===== config.mk =====
export PLATFORM = sky130hd
export DESIGN_NAME = banked_register_file
export DESIGN_NICKNAME = d
export VERILOG_FILES = /design/src/rtl/brf_pkg.sv /design/src/rtl/brf_decode.sv /design/src/rtl/banked_register_file.sv
export SDC_FILE = /design/constraint.sdc
export NUM_CORES = 1
export LEC_CHECK = 0
export CORE_AREA = 2 2 302 304
export DETAILED_ROUTE_END_ITERATION = 7
export DIE_AREA = 0 0 304 306
export DONT_BUFFER_PORTS = 1
export MAX_ROUTING_LAYER = met4
export PLACE_DENSITY = 0.7
export SLEW_MARGIN = 5
export SYNTH_ARGS = -nofsm -noshare
export SYNTH_HDL_FRONTEND = slang
export SYNTH_SLANG_ARGS = --single-unit

===== constraint.sdc =====
create_clock -name clk -period 9.2 [get_ports clk]
set_input_delay 1.84 -clock clk [delete_from_list [all_inputs] [get_ports clk]]
set_output_delay 1.84 -clock clk [all_outputs]
set_load 0.01 [all_outputs]

===== src/rtl/brf_pkg.sv =====
// ----------------------------------------------------------------------------
// brf_pkg
// shared types, command codes, mode codes and the bank map of the banked
// register file
// ----------------------------------------------------------------------------
package brf_pkg;

  localparam int NUM_PHYS = 37;

  typedef logic [5:0]  entry_t;
  typedef logic [4:0]  col_t;
  typedef logic [4:0]  mode_t;
  typedef logic [31:0] word_t;

  localparam entry_t CPSR_ENTRY = 6'd16;
  localparam col_t   SPSR_COL   = 5'd16;

  typedef enum logic [2:0] {
    CMD_READ       = 3'd0,
    CMD_WRITE      = 3'd1,
    CMD_USER_READ  = 3'd2,
    CMD_USER_WRITE = 3'd3,
    CMD_READ_CPSR  = 3'd4,
    CMD_WRITE_CPSR = 3'd5,
    CMD_READ_SPSR  = 3'd6,
    CMD_WRITE_SPSR = 3'd7
  } cmd_e;

  localparam mode_t MODE_USR = 5'h10;
  localparam mode_t MODE_FIQ = 5'h11;
  localparam mode_t MODE_IRQ = 5'h12;
  localparam mode_t MODE_SVC = 5'h13;
  localparam mode_t MODE_ABT = 5'h17;
  localparam mode_t MODE_UND = 5'h1B;
  localparam mode_t MODE_SYS = 5'h1F;

  // first banked entry (r13) of the modes that bank only r13, r14 and spsr
  localparam entry_t IRQ_BASE = 6'd26;
  localparam entry_t SVC_BASE = 6'd17;
  localparam entry_t ABT_BASE = 6'd20;
  localparam entry_t UND_BASE = 6'd23;
  localparam entry_t FIQ_R8   = 6'd29;
  localparam entry_t FIQ_SPSR = 6'd36;

  // decoded access passed from the decoder to the storage side
  typedef struct packed {
    entry_t entry;
    logic   wr_en;
    logic   is_read;
    logic   refused;
    logic   mode_wr;
  } access_t;

  function automatic logic valid_mode(input mode_t code);
    logic ok;
    case (code)
      MODE_USR, MODE_FIQ, MODE_IRQ, MODE_SVC,
      MODE_ABT, MODE_UND, MODE_SYS: ok = 1'b1;
      default:                      ok = 1'b0;
    endcase
    return ok;
  endfunction

  // physical entry for a mode and a column (r0..r15, or spsr column)
  function automatic entry_t bank_entry(input mode_t mode, input col_t col);
    entry_t base;
    entry_t e;
    logic   small_bank;
    base       = SVC_BASE;
    small_bank = 1'b1;
    e          = entry_t'(col);
    case (mode)
      MODE_IRQ: base = IRQ_BASE;
      MODE_SVC: base = SVC_BASE;
      MODE_ABT: base = ABT_BASE;
      MODE_UND: base = UND_BASE;
      default:  small_bank = 1'b0;
    endcase
    if (small_bank) begin
      if (col == 5'd13) begin
        e = base;
      end else if (col == 5'd14) begin
        e = base + 6'd1;
      end else if (col == SPSR_COL) begin
        e = base + 6'd2;
      end
    end else if (mode == MODE_FIQ) begin
      if (col >= 5'd8 && col <= 5'd14) begin
        e = FIQ_R8 + (entry_t'(col) - 6'd8);
      end else if (col == SPSR_COL) begin
        e = FIQ_SPSR;
      end
    end else if (col == SPSR_COL) begin
      // no spsr in user or system mode, never accessed
      e = '0;
    end
    return e;
  endfunction

endpackage


===== src/rtl/brf_decode.sv =====
// ----------------------------------------------------------------------------
// brf_decode
// turns a command, register number and current mode into a physical entry,
// access kind, refusal and mode update
// ----------------------------------------------------------------------------
module brf_decode (
  input  brf_pkg::cmd_e    command,
  input  logic [3:0]       reg_index,
  input  brf_pkg::word_t   write_value,
  input  brf_pkg::mode_t   mode,
  output brf_pkg::access_t acc
);
  import brf_pkg::*;

  logic has_spsr;
  col_t reg_col;

  assign has_spsr = (mode != MODE_USR) && (mode != MODE_SYS);
  assign reg_col  = {1'b0, reg_index};

  always_comb begin
    acc         = '0;
    acc.entry   = bank_entry(mode, reg_col);
    case (command)
      CMD_READ: begin
        acc.is_read = 1'b1;
      end
      CMD_WRITE: begin
        acc.wr_en = 1'b1;
      end
      CMD_USER_READ: begin
        acc.is_read = 1'b1;
        acc.entry   = entry_t'(reg_index);
        acc.refused = (mode != MODE_USR);
      end
      CMD_USER_WRITE: begin
        acc.entry   = entry_t'(reg_index);
        acc.wr_en   = (mode == MODE_USR);
        acc.refused = (mode != MODE_USR);
      end
      CMD_READ_CPSR: begin
        acc.is_read = 1'b1;
        acc.entry   = CPSR_ENTRY;
      end
      CMD_WRITE_CPSR: begin
        acc.entry   = CPSR_ENTRY;
        acc.wr_en   = 1'b1;
        acc.mode_wr = valid_mode(write_value[4:0]);
      end
      CMD_READ_SPSR: begin
        acc.is_read = 1'b1;
        acc.entry   = bank_entry(mode, SPSR_COL);
        acc.refused = !has_spsr;
      end
      CMD_WRITE_SPSR: begin
        acc.entry   = bank_entry(mode, SPSR_COL);
        acc.wr_en   = has_spsr;
        acc.refused = !has_spsr;
      end
      default: begin
        acc = '0;
      end
    endcase
  end

endmodule


===== src/rtl/banked_register_file.sv =====
// ----------------------------------------------------------------------------
// banked_register_file
// 37-entry banked register file with mode-dependent register mapping
// ----------------------------------------------------------------------------
// One transaction is taken per clock: busy is always low, so start may be held
// high every cycle. Each transaction gives exactly one result, shown with done
// for one cycle in the cycle after the transaction is taken, and the receiver
// cannot stall it. The single-port entry memory sets this: the access is
// decoded and the entry written or read at the accepting edge, and the read
// data comes out of the memory register while done is high. A write is finished
// by that edge, so the next transaction always sees it; a cpsr write with a
// valid mode code takes effect for the very next transaction. The entries need
// no clearing pass after reset: a written flag per entry makes untouched
// entries read as zero.
module banked_register_file (
  input  logic            clk,
  input  logic            rst,
  input  logic            start,
  output logic            busy,
  input  brf_pkg::cmd_e   command,
  input  logic [3:0]      reg_index,
  input  brf_pkg::word_t  write_value,
  output logic            done,
  output brf_pkg::word_t  read_data,
  output logic            refused
);
  import brf_pkg::*;

  // entry storage with a registered read
  word_t             regs_mem [NUM_PHYS];
  logic [NUM_PHYS-1:0] written;

  mode_t   mode;
  access_t acc;
  logic    accept;

  // result stage
  word_t rd_data;
  logic  rd_valid;
  logic  out_read;
  logic  out_refused;

  // never stalls: every access finishes in the memory cycle
  assign busy   = 1'b0;
  assign accept = start && !busy;

  brf_decode u_decode (
    .command     (command),
    .reg_index   (reg_index),
    .write_value (write_value),
    .mode        (mode),
    .acc         (acc)
  );

  // memory write and registered read
  always_ff @(posedge clk) begin
    if (accept && acc.wr_en) begin
      regs_mem[acc.entry] <= write_value;
    end
    if (accept) begin
      rd_data <= regs_mem[acc.entry];
    end
  end

  // written flags stand in for the reset-to-zero of the entries
  always_ff @(posedge clk) begin
    if (rst) begin
      written  <= '0;
      rd_valid <= 1'b0;
    end else if (accept) begin
      rd_valid <= written[acc.entry];
      if (acc.wr_en) begin
        written[acc.entry] <= 1'b1;
      end
    end
  end

  // current mode, switched by a cpsr write carrying a valid mode code
  always_ff @(posedge clk) begin
    if (rst) begin
      mode <= MODE_USR;
    end else if (accept && acc.mode_wr) begin
      mode <= write_value[4:0];
    end
  end

  // result strobe and kind of result
  always_ff @(posedge clk) begin
    if (rst) begin
      done        <= 1'b0;
      out_read    <= 1'b0;
      out_refused <= 1'b0;
    end else begin
      done        <= accept;
      out_read    <= acc.is_read;
      out_refused <= acc.refused;
    end
  end

  // refused reads give all ones, writes give zero
  always_comb begin
    if (!out_read) begin
      read_data = '0;
    end else if (out_refused) begin
      read_data = '1;
    end else if (rd_valid) begin
      read_data = rd_data;
    end else begin
      read_data = '0;
    end
  end

  assign refused = out_refused;

  // one result for every transaction, in the cycle after it
  a_result_follows: assert property (@(posedge clk) disable iff (rst)
    accept |=> done)
    else $error("transaction without result");

  a_no_spurious_result: assert property (@(posedge clk) disable iff (rst)
    done |-> $past(accept))
    else $error("result without transaction");

  // mode register only ever holds a legal mode code
  a_mode_legal: assert property (@(posedge clk) disable iff (rst)
    valid_mode(mode))
    else $error("illegal mode held");

  // valid cpsr write switches the mode for the next transaction
  a_mode_switch: assert property (@(posedge clk) disable iff (rst)
    (accept && command == CMD_WRITE_CPSR && valid_mode(write_value[4:0]))
      |=> mode == $past(write_value[4:0]))
    else $error("mode not switched by cpsr write");

  // refused results carry all ones or zero
  a_refused_data: assert property (@(posedge clk) disable iff (rst)
    (done && refused) |-> (read_data == '1 || read_data == '0))
    else $error("refused result carries data");

endmodule

==> flow_metrics.tcl <==
set metrics [dict create \
    fin_area_mm2 0.0546 \
    root_buffer "clkbuf_16" \
    port_buffers 0 \
    critPathKind "register to register" \
    routed_wirelength_mm 145 \
    outcome "complete, no violations" \
    synth_compound_area_share_pct 11.4 \
    die_h_um 306 \
    tightest_slew_ps 1370 \
    cp.required_ps 9480 \
    worst_setup_path_start_kind "register" \
    min_from "written[28]" \
    hpwl_mm 82.8 \
    grt.busiest_layer "met2" \
    clk_latency_ps 720 \
    power.density_mw_per_mm2 221 \
    synth_xor_xnor_area_share_pct 0.0536 \
    yosys.area.top_type "edfxtp_1" \
    max_freq_mhz 157 \
    synthSimpleGateAreaFrac_pct 7.22 \
    cts_max_path_buffers 3 \
    rr_startpoint "mode[1]" \
    synth_warnings 0 \
    nets 3274 \
    vias 30500 \
    final.setup.tns_ps 0 \
    synth_fa_ha_area_share_pct 0.128 \
    synth.net_count 3287 \
    grt_usage_pct 31.8 \
    cts-buffers-inserted 120 \
    dieWidth_um 304 \
    leakage_nw 17.4 \
    gp_congestion 0.895 \
    avgSynthCellArea_um2 15.1 \
    grt.overflow.total 0 \
    muxShareOfSynthArea_pct 2.75 \
    die_area_mm2 0.0930 \
    antenna_left 0 \
    drv_slew 0 \
    timing.final.crit_share_pct 69.2 \
    syn_inst 3240 \
    met3_usage_pct 7.59 \
    clkTransAtPathRegs_ps 60 \
    fp-row-count 110 \
    nFillCells 6442 \
    synthTopCellsByArea "edfxtp_1 75%, nand2_1 3.7%, a22oi_1 2.6%" \
    drt-pass1-iter-count 6 \
    synth_top_area_share_pct 74.5 \
    ios 77 \
    coreArea_mm2 0.0896 \
    ir_drop_v 0.000156 \
    crit_path_end_kind "register" \
    drc 0 \
    clock-sinks 1262 \
    tritoncts "built" \
    grt_pass1_wl_mm 208 \
    drv_cap 0 \
    wire_per_inst_um 32.2 \
    min_period_ps 6370 \
    antenna_found_initial 3 \
    areaGrowthSynthToFinish_pct 11.4 \
    drive_gt1_share_pct 11.2 \
    final_cells 4505 \
    cp_max_fo 33 \
    hold_buffers 0 \
    crit_path_start "mode[1]" \
    async_reset_ff_share_pct 0 \
    yosysSeqAreaShare_pct 76.4 \
    synth-edff-count 1216 \
    setup_viol_count_final 0 \
    fin_util_pct 60.9 \
    synth_cell_types 78 \
    dp_cells 4276 \
    synth_top_family_by_area "compound AO/OA/AOI/OAI gates" \
    via_per_inst 6.77 \
    arrival_ps 6640 \
    syn_area_mm2 0.0490 \
    h-tree-depth 3 \
    grt_pass1_vias 29300 \
    hold_violations 0 \
    cts_resized 0 \
    grt_max_degree 131 \
    initial_core_util_pct 54.7 \
    synth-main-ff-cell "edfxtp_1" \
    antennaDiodeCount 0 \
    synth.most_common_cell "edfxtp_1" \
    ys_seq_elements 1262 \
    rsz0062_at_grt "false" \
    post_cts_buffers 0 \
    place_area_mm2 0.0505 \
    gr-usage-met2_pct 47.4 \
    drtIter0Drc 5250 \
    hold_path.class "register to register" \
    fin_worst_skew_ps 50.7 \
    relSlewSlack_pct 8.19 \
    use_met1_pct 43.7 \
    netlist_top_cells_count "1,216 x edfxtp_1, 485 x nand2_1, 235 x a21oi_1" \
]
[where the power goes]
part	switching, mW	internal [mW]
Sequential	0.0291	6.34
Combinational	0.500	0.198
Clock	2.12	2.88
[routing by layer]
| layer | part of all wire [%] | vias to the layer above | routed length (µm) |
|---|---|---|---|
| li1 | - | 12600 | - |
| met3 | 14 | 307 | 19700 |
| met2 | 46 | 2293 | 66100 |
| met4 | 3.3 | 0 | 4710 |
| met1 | 38 | 15200 | 54400 |
| met5 | 0 | - | 0 |
[flip-flops by register name, summed over array words and instances, names as in the netlist]
register / count
done: 1
rd_data: 32
rd_valid: 1
refused: 1
written: 37
mode: 5
out_read: 1
regs_mem: 1184
[cell families after synthesis]
group                      Yosys count
other                                1
AOI/OAI and AO/OA                  811
and+or+nand+nor                    815
muxes                              124
DFF                               1262
xor gates and xnor gates             3
buffers and inverters              219
adders and majority gates            5
[cells in the final DEF, fill, tap and decap left out, types with 6 or more instances in the layout]
cell type,synthesis,routed
o22ai_1,14,14
edfxtp_1,1216,1216
nand2_1,485,484
buf_12,0,7
a31oi_1,27,27
a22oi_1,170,170
a222oi_1,11,11
nand3_1,58,57
clkinvlp_4,0,6
mux2i_1,79,79
o2bb2ai_1,18,18
mux2_2,40,40
o211ai_1,19,19
nand4_1,11,11
clkinv_2,0,24
clkbuf_1,80,22
clkinv_1,0,25
clkbuf_16,0,121
and3_1,19,19
nand4b_1,10,10
a22o_1,12,12
a221oi_1,49,49
a211oi_1,40,40
nor2b_1,38,37
a32oi_1,41,40
o311ai_0,7,7
nor3_1,9,7
bufinv_16,0,16
nor2_1,145,105
nor2_4,0,41
nand2b_1,8,8
a221o_1,22,21
dfxtp_1,46,43
buf_4,2,70
a21oi_1,235,235
o21ai_0,82,82
o221ai_1,16,16
[through the flow]
step	setup WS (ps)	power [mW]	hold slack, ps
2_1_floorplan	3300	6.89	440
3_3_place_gp	2350	7.16	448
3_5_place_dp	2400	7.16	459
4_1_cts	2910	12.1	475
5_1_grt	2760	12.3	492
6_report	2830	12.1	473
[critical path: stages, from the launching register on]
cell and delay (ps):
dfxtp_1 580, nand2_1 330, or4b_1 660, inv_1 90
ha_1 150, ha_1 140, a311oi_1 100, o22ai_1 790
and2_1 1020, nand2_1 780, nor2_4 1260
[cell type report]
| cell class | count | area [µm²] | area share, % |
|---|---|---|---|
| timing repair buffer | 79 | 721 | 1.32 |
| inverter | 5 | 18.8 | 0.0344 |
| tap | 1176 | 1470 | 2.70 |
| clock inverter | 78 | 833 | 1.53 |
| sequential | 1262 | 37400 | 68.6 |
| multi-input combinational | 1759 | 11000 | 20.1 |
| clock buffer | 146 | 3150 | 5.77 |
[path summary, 6_finish.rpt]
kind                           to  slack [ps]  cells after the start
setup reg to reg  regs_mem[27][6]        2830                     10
setup / recovery  regs_mem[27][6]        2830                     10
hold / removal        written[28]         470                      2
hold reg to reg       written[28]         470                      2
No activity file was read; power rests on OpenSTA's default activity.
